$ cat src/kpr_pkg.sv
`default_nettype none

package kpr_pkg;

    localparam int unsigned BtnWidth   = 12;
    localparam int unsigned CoordWidth = 8;
    localparam int unsigned CountWidth = 8;

    localparam logic [BtnWidth-1:0] BTN_A     = 12'h001;
    localparam logic [BtnWidth-1:0] BTN_START = 12'h008;
    localparam logic [BtnWidth-1:0] BTN_R     = 12'h100;
    localparam logic [BtnWidth-1:0] BTN_L     = 12'h200;
    localparam logic [BtnWidth-1:0] BTN_X     = 12'h400;
    localparam logic [BtnWidth-1:0] BTN_Y     = 12'h800;

    localparam logic [CountWidth-1:0] RepeatRateReset  = 8'd4;
    localparam logic [CountWidth-1:0] RepeatDelayReset = 8'd8;

    typedef enum logic [1:0] {
        REMAP_NONE    = 2'd0,
        REMAP_START_X = 2'd1,
        REMAP_SWAP_XY = 2'd2,
        REMAP_L_TO_A  = 2'd3
    } t_remap;

    typedef enum logic [1:0] {
        CFG_REMAP_MODE   = 2'd0,
        CFG_REPEAT_RATE  = 2'd1,
        CFG_REPEAT_DELAY = 2'd2
    } t_cfg_reg;

    typedef enum logic [1:0] {
        TOUCH_VALID     = 2'd0,
        TOUCH_X_INVALID = 2'd1,
        TOUCH_Y_INVALID = 2'd2,
        TOUCH_INVALID   = 2'd3
    } t_validity;

    // Applies one remap mode to a button set.
    function automatic logic [BtnWidth-1:0] remap(input t_remap mode,
                                                  input logic [BtnWidth-1:0] v);
        logic [BtnWidth-1:0] r;
        r = v;
        case (mode)
            REMAP_START_X: begin
                if ((v & BTN_START) != '0) r = v | BTN_X;
            end
            REMAP_SWAP_XY: begin
                r = v & ~(BTN_X | BTN_Y);
                if ((v & BTN_X) != '0) r = r | BTN_Y;
                if ((v & BTN_Y) != '0) r = r | BTN_X;
            end
            REMAP_L_TO_A: begin
                if ((v & BTN_L) != '0) r = v | BTN_A;
                r = r & ~(BTN_L | BTN_R);
            end
            default: begin
                r = v;
            end
        endcase
        return r;
    endfunction

endpackage

`default_nettype wire

$ cat src/keypad_repeat_and_touch_tracker.sv
`default_nettype none

// Keypad auto-repeat and touch tracker.
// Input channel (i_in_valid / o_in_ready): one beat is one frame sample with the
// lid state, the raw 12-bit button mask and one calibrated touch sample.
// Output channel (o_out_valid / i_out_ready): one beat per input beat, carrying
// the newly pressed, held and auto-repeat button sets after remapping, the last
// accepted touch position, the filtered touch contact and its press edge.
// Configuration channel (i_cfg_valid / o_cfg_ready): always ready; index 0 is
// the remap mode, 1 the repeat rate, 2 the repeat delay. A rate or delay of zero
// is stored as one. Other indexes are ignored. Write only while idle.
// A beat is captured in the input register; the frame state update and the
// remapping then run through short logic into the output register. Throughput
// is one beat per cycle while the receiver takes each beat; the input register
// accepts a beat while it is empty, even if the output holds an untaken beat.
// When the receiver stalls, the output beat holds, the input register fills,
// and then o_in_ready drops until the output is taken.
// Reset clears the frame state (previous buttons, repeat counter, last position,
// previous touch), empties both registers and loads the register defaults:
// remap none, rate 4, delay 8. A closed lid blanks every output field and clears
// the touch contact but keeps the button history and the last position.
module keypad_repeat_and_touch_tracker (
    input  wire logic                               i_clk,
    input  wire logic                               i_rst_n,
    input  wire logic                               i_in_valid,
    output logic                                    o_in_ready,
    input  wire logic                               i_lid_closed,
    input  wire logic [kpr_pkg::BtnWidth-1:0]       i_button_bits,
    input  wire logic [kpr_pkg::CoordWidth-1:0]     i_touch_x,
    input  wire logic [kpr_pkg::CoordWidth-1:0]     i_touch_y,
    input  wire logic [1:0]                         i_touch_validity,
    input  wire logic                               i_touch_down,
    output logic                                    o_out_valid,
    input  wire logic                               i_out_ready,
    output logic [kpr_pkg::BtnWidth-1:0]            o_pressed_bits,
    output logic [kpr_pkg::BtnWidth-1:0]            o_held_bits,
    output logic [kpr_pkg::BtnWidth-1:0]            o_repeat_bits,
    output logic [kpr_pkg::CoordWidth-1:0]          o_pos_x,
    output logic [kpr_pkg::CoordWidth-1:0]          o_pos_y,
    output logic                                    o_touch_held,
    output logic                                    o_touch_pressed,
    input  wire logic                               i_cfg_valid,
    output logic                                    o_cfg_ready,
    input  wire logic [1:0]                         i_cfg_index,
    input  wire logic [kpr_pkg::CountWidth-1:0]     i_cfg_data
);

    // Configuration registers.
    kpr_pkg::t_remap                  r_remap_mode;
    logic [kpr_pkg::CountWidth-1:0]   r_repeat_rate;
    logic [kpr_pkg::CountWidth-1:0]   r_repeat_delay;
    logic [kpr_pkg::CountWidth-1:0]   w_cfg_nonzero;

    // Input register.
    logic                             r_in_valid;
    logic                             r_in_lid;
    logic [kpr_pkg::BtnWidth-1:0]     r_in_btn;
    logic [kpr_pkg::CoordWidth-1:0]   r_in_x;
    logic [kpr_pkg::CoordWidth-1:0]   r_in_y;
    kpr_pkg::t_validity               r_in_validity;
    logic                             r_in_touch;

    // Frame state.
    logic [kpr_pkg::BtnWidth-1:0]     r_prev_btn,   n_prev_btn;
    logic [kpr_pkg::CountWidth-1:0]   r_count,      n_count;
    logic [kpr_pkg::CoordWidth-1:0]   r_last_x,     n_last_x;
    logic [kpr_pkg::CoordWidth-1:0]   r_last_y,     n_last_y;
    logic                             r_prev_touch, n_prev_touch;

    // Output register.
    logic                             r_out_valid;
    logic [kpr_pkg::BtnWidth-1:0]     n_pressed, n_held, n_repeat;
    logic [kpr_pkg::CoordWidth-1:0]   n_pos_x, n_pos_y;
    logic                             n_touch_held, n_touch_pressed;

    logic                             w_adv;
    logic                             w_in_take;
    logic [kpr_pkg::BtnWidth-1:0]     w_pressed_raw;
    logic [kpr_pkg::BtnWidth-1:0]     w_repeat_raw;
    logic [kpr_pkg::CountWidth-1:0]   w_count_dec;
    logic                             w_touch;

    // The input register moves into the output register whenever the output
    // register is empty or being emptied in the same cycle.
    assign w_adv       = r_in_valid && (!r_out_valid || i_out_ready);
    assign o_in_ready  = !r_in_valid || w_adv;
    assign w_in_take   = i_in_valid && o_in_ready;
    assign o_out_valid = r_out_valid;
    assign o_cfg_ready = 1'b1;

    assign w_cfg_nonzero = (i_cfg_data == '0) ? kpr_pkg::CountWidth'(1) : i_cfg_data;

    always_ff @(posedge i_clk) begin
        if (!i_rst_n) begin
            r_remap_mode   <= kpr_pkg::REMAP_NONE;
            r_repeat_rate  <= kpr_pkg::RepeatRateReset;
            r_repeat_delay <= kpr_pkg::RepeatDelayReset;
        end else if (i_cfg_valid) begin
            case (kpr_pkg::t_cfg_reg'(i_cfg_index))
                kpr_pkg::CFG_REMAP_MODE:   r_remap_mode   <= kpr_pkg::t_remap'(i_cfg_data[1:0]);
                kpr_pkg::CFG_REPEAT_RATE:  r_repeat_rate  <= w_cfg_nonzero;
                kpr_pkg::CFG_REPEAT_DELAY: r_repeat_delay <= w_cfg_nonzero;
                default: begin
                end
            endcase
        end
    end

    always_ff @(posedge i_clk) begin
        if (!i_rst_n) begin
            r_in_valid <= 1'b0;
        end else if (o_in_ready) begin
            r_in_valid <= i_in_valid;
        end
    end

    always_ff @(posedge i_clk) begin
        if (w_in_take) begin
            r_in_lid      <= i_lid_closed;
            r_in_btn      <= i_button_bits;
            r_in_x        <= i_touch_x;
            r_in_y        <= i_touch_y;
            r_in_validity <= kpr_pkg::t_validity'(i_touch_validity);
            r_in_touch    <= i_touch_down;
        end
    end

    // Frame update for the sample sitting in the input register.
    always_comb begin
        n_prev_btn      = r_prev_btn;
        n_count         = r_count;
        n_last_x        = r_last_x;
        n_last_y        = r_last_y;
        n_prev_touch    = r_prev_touch;
        w_pressed_raw   = r_in_btn & ~r_prev_btn;
        w_repeat_raw    = w_pressed_raw;
        w_count_dec     = r_count - kpr_pkg::CountWidth'(1);
        w_touch         = r_in_touch;
        n_pressed       = '0;
        n_held          = '0;
        n_repeat        = '0;
        n_pos_x         = '0;
        n_pos_y         = '0;
        n_touch_held    = 1'b0;
        n_touch_pressed = 1'b0;

        if (r_in_lid) begin
            // A closed lid blanks everything and drops the contact.
            n_prev_touch = 1'b0;
        end else begin
            // The counter only runs while the same nonzero mask stays held.
            if (r_in_btn != '0 && r_in_btn == r_prev_btn) begin
                if (w_count_dec == '0) begin
                    w_repeat_raw = r_in_btn;
                    n_count      = r_repeat_rate;
                end else begin
                    n_count = w_count_dec;
                end
            end else begin
                n_count = r_repeat_delay;
            end
            n_prev_btn = r_in_btn;

            // An invalid axis is only tolerated while contact continues.
            if (r_in_validity == kpr_pkg::TOUCH_VALID) begin
                n_last_x = r_in_x;
                n_last_y = r_in_y;
            end else if (r_prev_touch) begin
                if (r_in_validity == kpr_pkg::TOUCH_X_INVALID) begin
                    n_last_y = r_in_y;
                end else if (r_in_validity == kpr_pkg::TOUCH_Y_INVALID) begin
                    n_last_x = r_in_x;
                end
            end else begin
                w_touch = 1'b0;
            end
            n_prev_touch = w_touch;

            n_pressed       = kpr_pkg::remap(r_remap_mode, w_pressed_raw);
            n_held          = kpr_pkg::remap(r_remap_mode, r_in_btn);
            n_repeat        = kpr_pkg::remap(r_remap_mode, w_repeat_raw);
            n_pos_x         = n_last_x;
            n_pos_y         = n_last_y;
            n_touch_held    = w_touch;
            n_touch_pressed = w_touch && !r_prev_touch;
        end
    end

    always_ff @(posedge i_clk) begin
        if (!i_rst_n) begin
            r_prev_btn   <= '0;
            r_count      <= '0;
            r_last_x     <= '0;
            r_last_y     <= '0;
            r_prev_touch <= 1'b0;
        end else if (w_adv) begin
            r_prev_btn   <= n_prev_btn;
            r_count      <= n_count;
            r_last_x     <= n_last_x;
            r_last_y     <= n_last_y;
            r_prev_touch <= n_prev_touch;
        end
    end

    always_ff @(posedge i_clk) begin
        if (!i_rst_n) begin
            r_out_valid <= 1'b0;
        end else if (w_adv) begin
            r_out_valid <= 1'b1;
        end else if (i_out_ready) begin
            r_out_valid <= 1'b0;
        end
    end

    always_ff @(posedge i_clk) begin
        if (w_adv) begin
            o_pressed_bits  <= n_pressed;
            o_held_bits     <= n_held;
            o_repeat_bits   <= n_repeat;
            o_pos_x         <= n_pos_x;
            o_pos_y         <= n_pos_y;
            o_touch_held    <= n_touch_held;
            o_touch_pressed <= n_touch_pressed;
        end
    end

    // A touch press edge always comes with contact.
    a_press_implies_held: assert property (@(posedge i_clk) disable iff (!i_rst_n)
        o_out_valid && o_touch_pressed |-> o_touch_held)
        else $error("touch press reported without contact");

    // Remapping keeps newly pressed buttons inside the held set.
    a_pressed_in_held: assert property (@(posedge i_clk) disable iff (!i_rst_n)
        o_out_valid |-> (o_pressed_bits & ~o_held_bits) == '0)
        else $error("pressed button not in held set");

    // The repeat set always contains the newly pressed buttons.
    a_pressed_in_repeat: assert property (@(posedge i_clk) disable iff (!i_rst_n)
        o_out_valid |-> (o_pressed_bits & ~o_repeat_bits) == '0)
        else $error("pressed button missing from repeat set");

    // Rate and delay must never hold zero, or the counter would wrap.
    a_timing_nonzero: assert property (@(posedge i_clk) disable iff (!i_rst_n)
        r_repeat_rate != '0 && r_repeat_delay != '0)
        else $error("repeat rate or delay is zero");

    // A sample leaving the input register always lands in the output register.
    a_adv_fills_out: assert property (@(posedge i_clk) disable iff (!i_rst_n)
        w_adv |=> r_out_valid)
        else $error("output register lost a beat");

endmodule

`default_nettype wire
$ cat config.mk
export PLATFORM = sky130hd
export DESIGN_NAME = keypad_repeat_and_touch_tracker
export DESIGN_NICKNAME = d
export VERILOG_FILES = /design/src/kpr_pkg.sv /design/src/keypad_repeat_and_touch_tracker.sv
export SDC_FILE = /design/constraint.sdc
export NUM_CORES = 1
export LEC_CHECK = 0
export ABC_AREA = 1
export BUFFER_PORTS_ARGS = -buffer_cell sky130_fd_sc_hd__buf_2
export CAP_MARGIN = 20
export CORE_ASPECT_RATIO = 0.5
export CORE_MARGIN = 2
export CORE_UTILIZATION = 55
export DETAILED_ROUTE_END_ITERATION = 10
export HOLD_SLACK_MARGIN = 0.12
export PLACE_DENSITY = 0.76
export SYNTH_ARGS = -nofsm -noshare
export SYNTH_HDL_FRONTEND = slang
export SYNTH_SLANG_ARGS = --single-unit
$ cat constraint.sdc
create_clock -name i_clk -period 2.58 [get_ports i_clk]
set_input_delay 0.387 -clock i_clk [delete_from_list [all_inputs] [get_ports i_clk]]
set_output_delay 0.387 -clock i_clk [all_outputs]
set_load 0.05 [all_outputs]
==> impl_metrics.py <==
metrics = {
    "clocking": {
        "clockRootBuffer": "clkbuf_16",
        "clockBufferDepth": 2,
        "htreeDepth": 4,
        "clkSinkCount": 143,
        "path_clk_slew_ns": 0.06,
        "cts_made_buffers": 17,
        "cts_tree": "done",
        "cts_setup_buffers": 0,
        "clock_latency_ns": 0.41,
    },
    "floorplan": {
        "io_pins": 104,
        "die_h_um": 77.58,
        "coreArea_um2": 10380,
        "initial_utilization": 0.5738,
        "rows": 26,
        "die_x_um": 151.2,
        "die_area_um2": 11730,
    },
    "global_routing": {
        "grt_max_degree": 49,
        "grt_pass1_vias": 4186,
        "antenna_found_initial": 0,
        "grt_overflow_total": 0,
        "grt_usage": 0.2254,
        "grt_pass1_wl_um": 20270,
    },
    "synth": {
        "synth_top_family_by_area": "simple AND/OR/NAND/NOR gates",
        "synth_simple_gate_area_share": 0.1305,
        "synthFlopType": "edfxtp_1",
        "synth_xor_area_frac": 0.001471,
        "synth_fp_nets": 654,
        "synth_seq_area_share": 0.6253,
        "syn_area_um2": 5954,
        "synthMuxAreaShare": 0.02690,
        "postSynth.asyncResetShare": 0,
        "synth-adder-area-share": 0.02942,
        "synth_cells": 593,
        "netlist-cell-type-count": 36,
        "synth-compound-area-share": 0.1219,
        "synth_seq_cells": 143,
        "ys_warn_count": 0,
        "avgSynthCellArea_um2": 10.04,
        "synth_edf_count": 86,
    },
    "hold_path": {
        "hold_depth": 1,
        "hold_class": "in -> reg",
    },
    "final_layout": {
        "multi_input_area_um2": 1866,
        "regArea_um2": 3724,
        "n_antenna_cell": 0,
        "nFillCells": 775,
        "final_nets": 761,
        "area.growth.synth_to_final_pct": 22.17,
        "drive_gt1_frac": 0.2216,
        "utilization": 0.7010,
    },
    "setup_path": {
        "worstPathRequired_ns": 2.74,
        "crit_fanout": 20,
        "worstSetupPathType": "reg -> reg",
        "cp.arrival_ns": 2.35,
        "crit_path_end_kind": "flip-flop",
        "worst-r2r-cell-count": 12,
        "critPathLaunchType": "flip-flop",
    },
    "placement": {
        "hpwl_um": 8365,
        "gp_congestion": 0.8990,
        "io_buffer_count": 102,
    },
    "sta": {
        "fmax_ghz": 0.4571,
        "finalClockSkew_ns": 0.006370,
        "finalSetupViolCount": 0,
        "worst_hold_slack_ns": 0.1447,
        "slew_headroom": 0.5502,
        "finalHoldViolations": 0,
        "fin_crit_ns": 2.188,
        "finalMaxSlewViolations": 0,
        "tightest_slew_ns": 0.6746,
        "tns_ns": 0,
        "fin_crit_sh": 0.8479,
        "grt_setup_unrepaired": "no",
    },
    "pwr": {
        "ir_drop_mv": 0.4878,
        "power.total_uw": 5816,
        "p_leak_uw": 0.003173,
        "powerDensity_nw_per_um2": 799.5,
    },
    "routing": {
        "drt-initial-drc-count": 293,
        "wl_per_cell_um": 14.61,
        "ant_nets": 0,
        "viasPerCell": 5.247,
        "drc_errors": 0,
        "totalWireLength_um": 12460,
        "via_count": 4476,
        "dr.pass1.iters": 6,
    },
    "flow_run": {
        "drv_cap": 0,
    },
    "outcome": {
        "status": "completed",
    },
}
path summary, 6_finish.rpt:
path                                    end                        from  slack [ns]
min                     r_in_y[2]$_DFFE_PP_                i_touch_y[2]        0.14
max reg2reg  o_repeat_bits[3]$_SDFFCE_PP0P_     r_count[0]$_SDFFE_PN0P_        0.39
max          o_repeat_bits[3]$_SDFFCE_PP0P_     r_count[0]$_SDFFE_PN0P_        0.39
min reg2reg      r_prev_btn[2]$_SDFFE_PN0P_  r_prev_btn[2]$_SDFFE_PN0P_        0.46
report_power, final:
part | internal, µW | switching, µW | leakage (µW) | total (µW)
registers | 2560 | 60.0 | 0.00130 | 2620
logic | 171 | 422 | 0.00157 | 593
clock network | 1670 | 937 | 0.000302 | 2610
total | 4400 | 1420 | 0.00317 | 5820
repair_timing:
action | in CTS | in global routing
hold buffers | 0 | 0
resized for setup | 0 | 1
setup endpoints to repair | 0 | 2
cells in the mapped netlist (2+ instances only):
master	count	share of area
edfxtp_1	86	0.43
nand2_1	77	0.049
a21oi_1	69	0.058
inv_1	69	0.043
nor2_1	66	0.042
o21ai_0	60	0.050
dfxtp_1	57	0.19
clkbuf_1	18	0.011
mux2i_1	16	0.027
ha_1	14	0.029
nand3_1	14	0.012
nand4_1	11	0.012
nor3_1	5	0.0042
nor2_4	3	0.0057
buf_2	2	0.0017
clkinv_1	2	0.0013
inv_2	2	0.0013
nor2_2	2	0.0021
o21a_1	2	0.0025
o21ai_2	2	0.0029
critical path, cell delays in order, from the launching register on:
cell	delay [ns]
dfxtp_1	0.33
inv_1	0.11
ha_1	0.28
nand2_1	0.08
nand2_1	0.06
nand2_1	0.07
nor2_1	0.09
nand2_1	0.09
nor2_4	0.17
nand3_4	0.23
inv_4	0.18
nand2_1	0.08
and3_1	0.16
registers in the layout (all words and copies together) (netlist names):
name and cells:
o_out_valid 1, r_in_touch 1, o_touch_held 1, r_in_btn 12, r_prev_btn 12, r_count 8
r_repeat_delay 8, o_pos_y 8, r_in_valid 1, r_in_x 8, r_repeat_rate 8, r_prev_touch 1
r_in_lid 1, o_pressed_bits 12, o_repeat_bits 12, r_in_y 8, o_pos_x 8, r_last_y 8
r_in_validity 2, r_last_x 8, r_remap_mode 2, o_touch_pressed 1, o_held_bits 12
cell type report:
type	instances	area share
Clock buffer	19	0.06226
Clock inverter	13	0.02563
Inverter	74	0.03853
Multi-Input combinational cell	353	0.2564
Sequential cell	143	0.5119
Tap cell	140	0.02408
Timing Repair Buffer	111	0.08118
routing by layer:
layer	routed length [µm]	global-route usage
met4	161	0.07290
met2	5837	0.3618
met3	883	0.05706
met5	0	0
met1	5577	0.3029
cells in the final DEF, fill, tap and decap left out, drive strengths merged, types with 11 or more instances in the layout:
cell type  Yosys  final
a21oi         69     69
mux2i         16     16
nand4         11     11
nand3         15     15
inv           72     73
edfxtp        86     86
nor2          71     71
ha            14     14
nand2         78     78
o21ai         63     63
clkbuf        18     19
buf            5    111
dfxtp         57     57
through the flow:
step / setup WS [ns] / instance area, µm² / instances
6_report: 0.3924 / 7274 / 853
5_1_grt: 0.1456 / 7274 / 853
4_1_cts: 0.2574 / 7267 / 853
3_5_place_dp: 0.2517 / 6628 / 821
3_3_place_gp: 0.3408 / 6628 / 821
2_1_floorplan: 0.3741 / 5954 / 593
kinds of logic after synthesis:
kind of cell / count (synthesis)
buffers and inverters: 97
adders and majority gates: 14
other: 1
DFF: 143
xor gates and xnor gates: 1
and+or+nand+nor: 182
AOI/OAI and AO/OA: 139
muxes: 16
(Power assumes the default switching activity.)
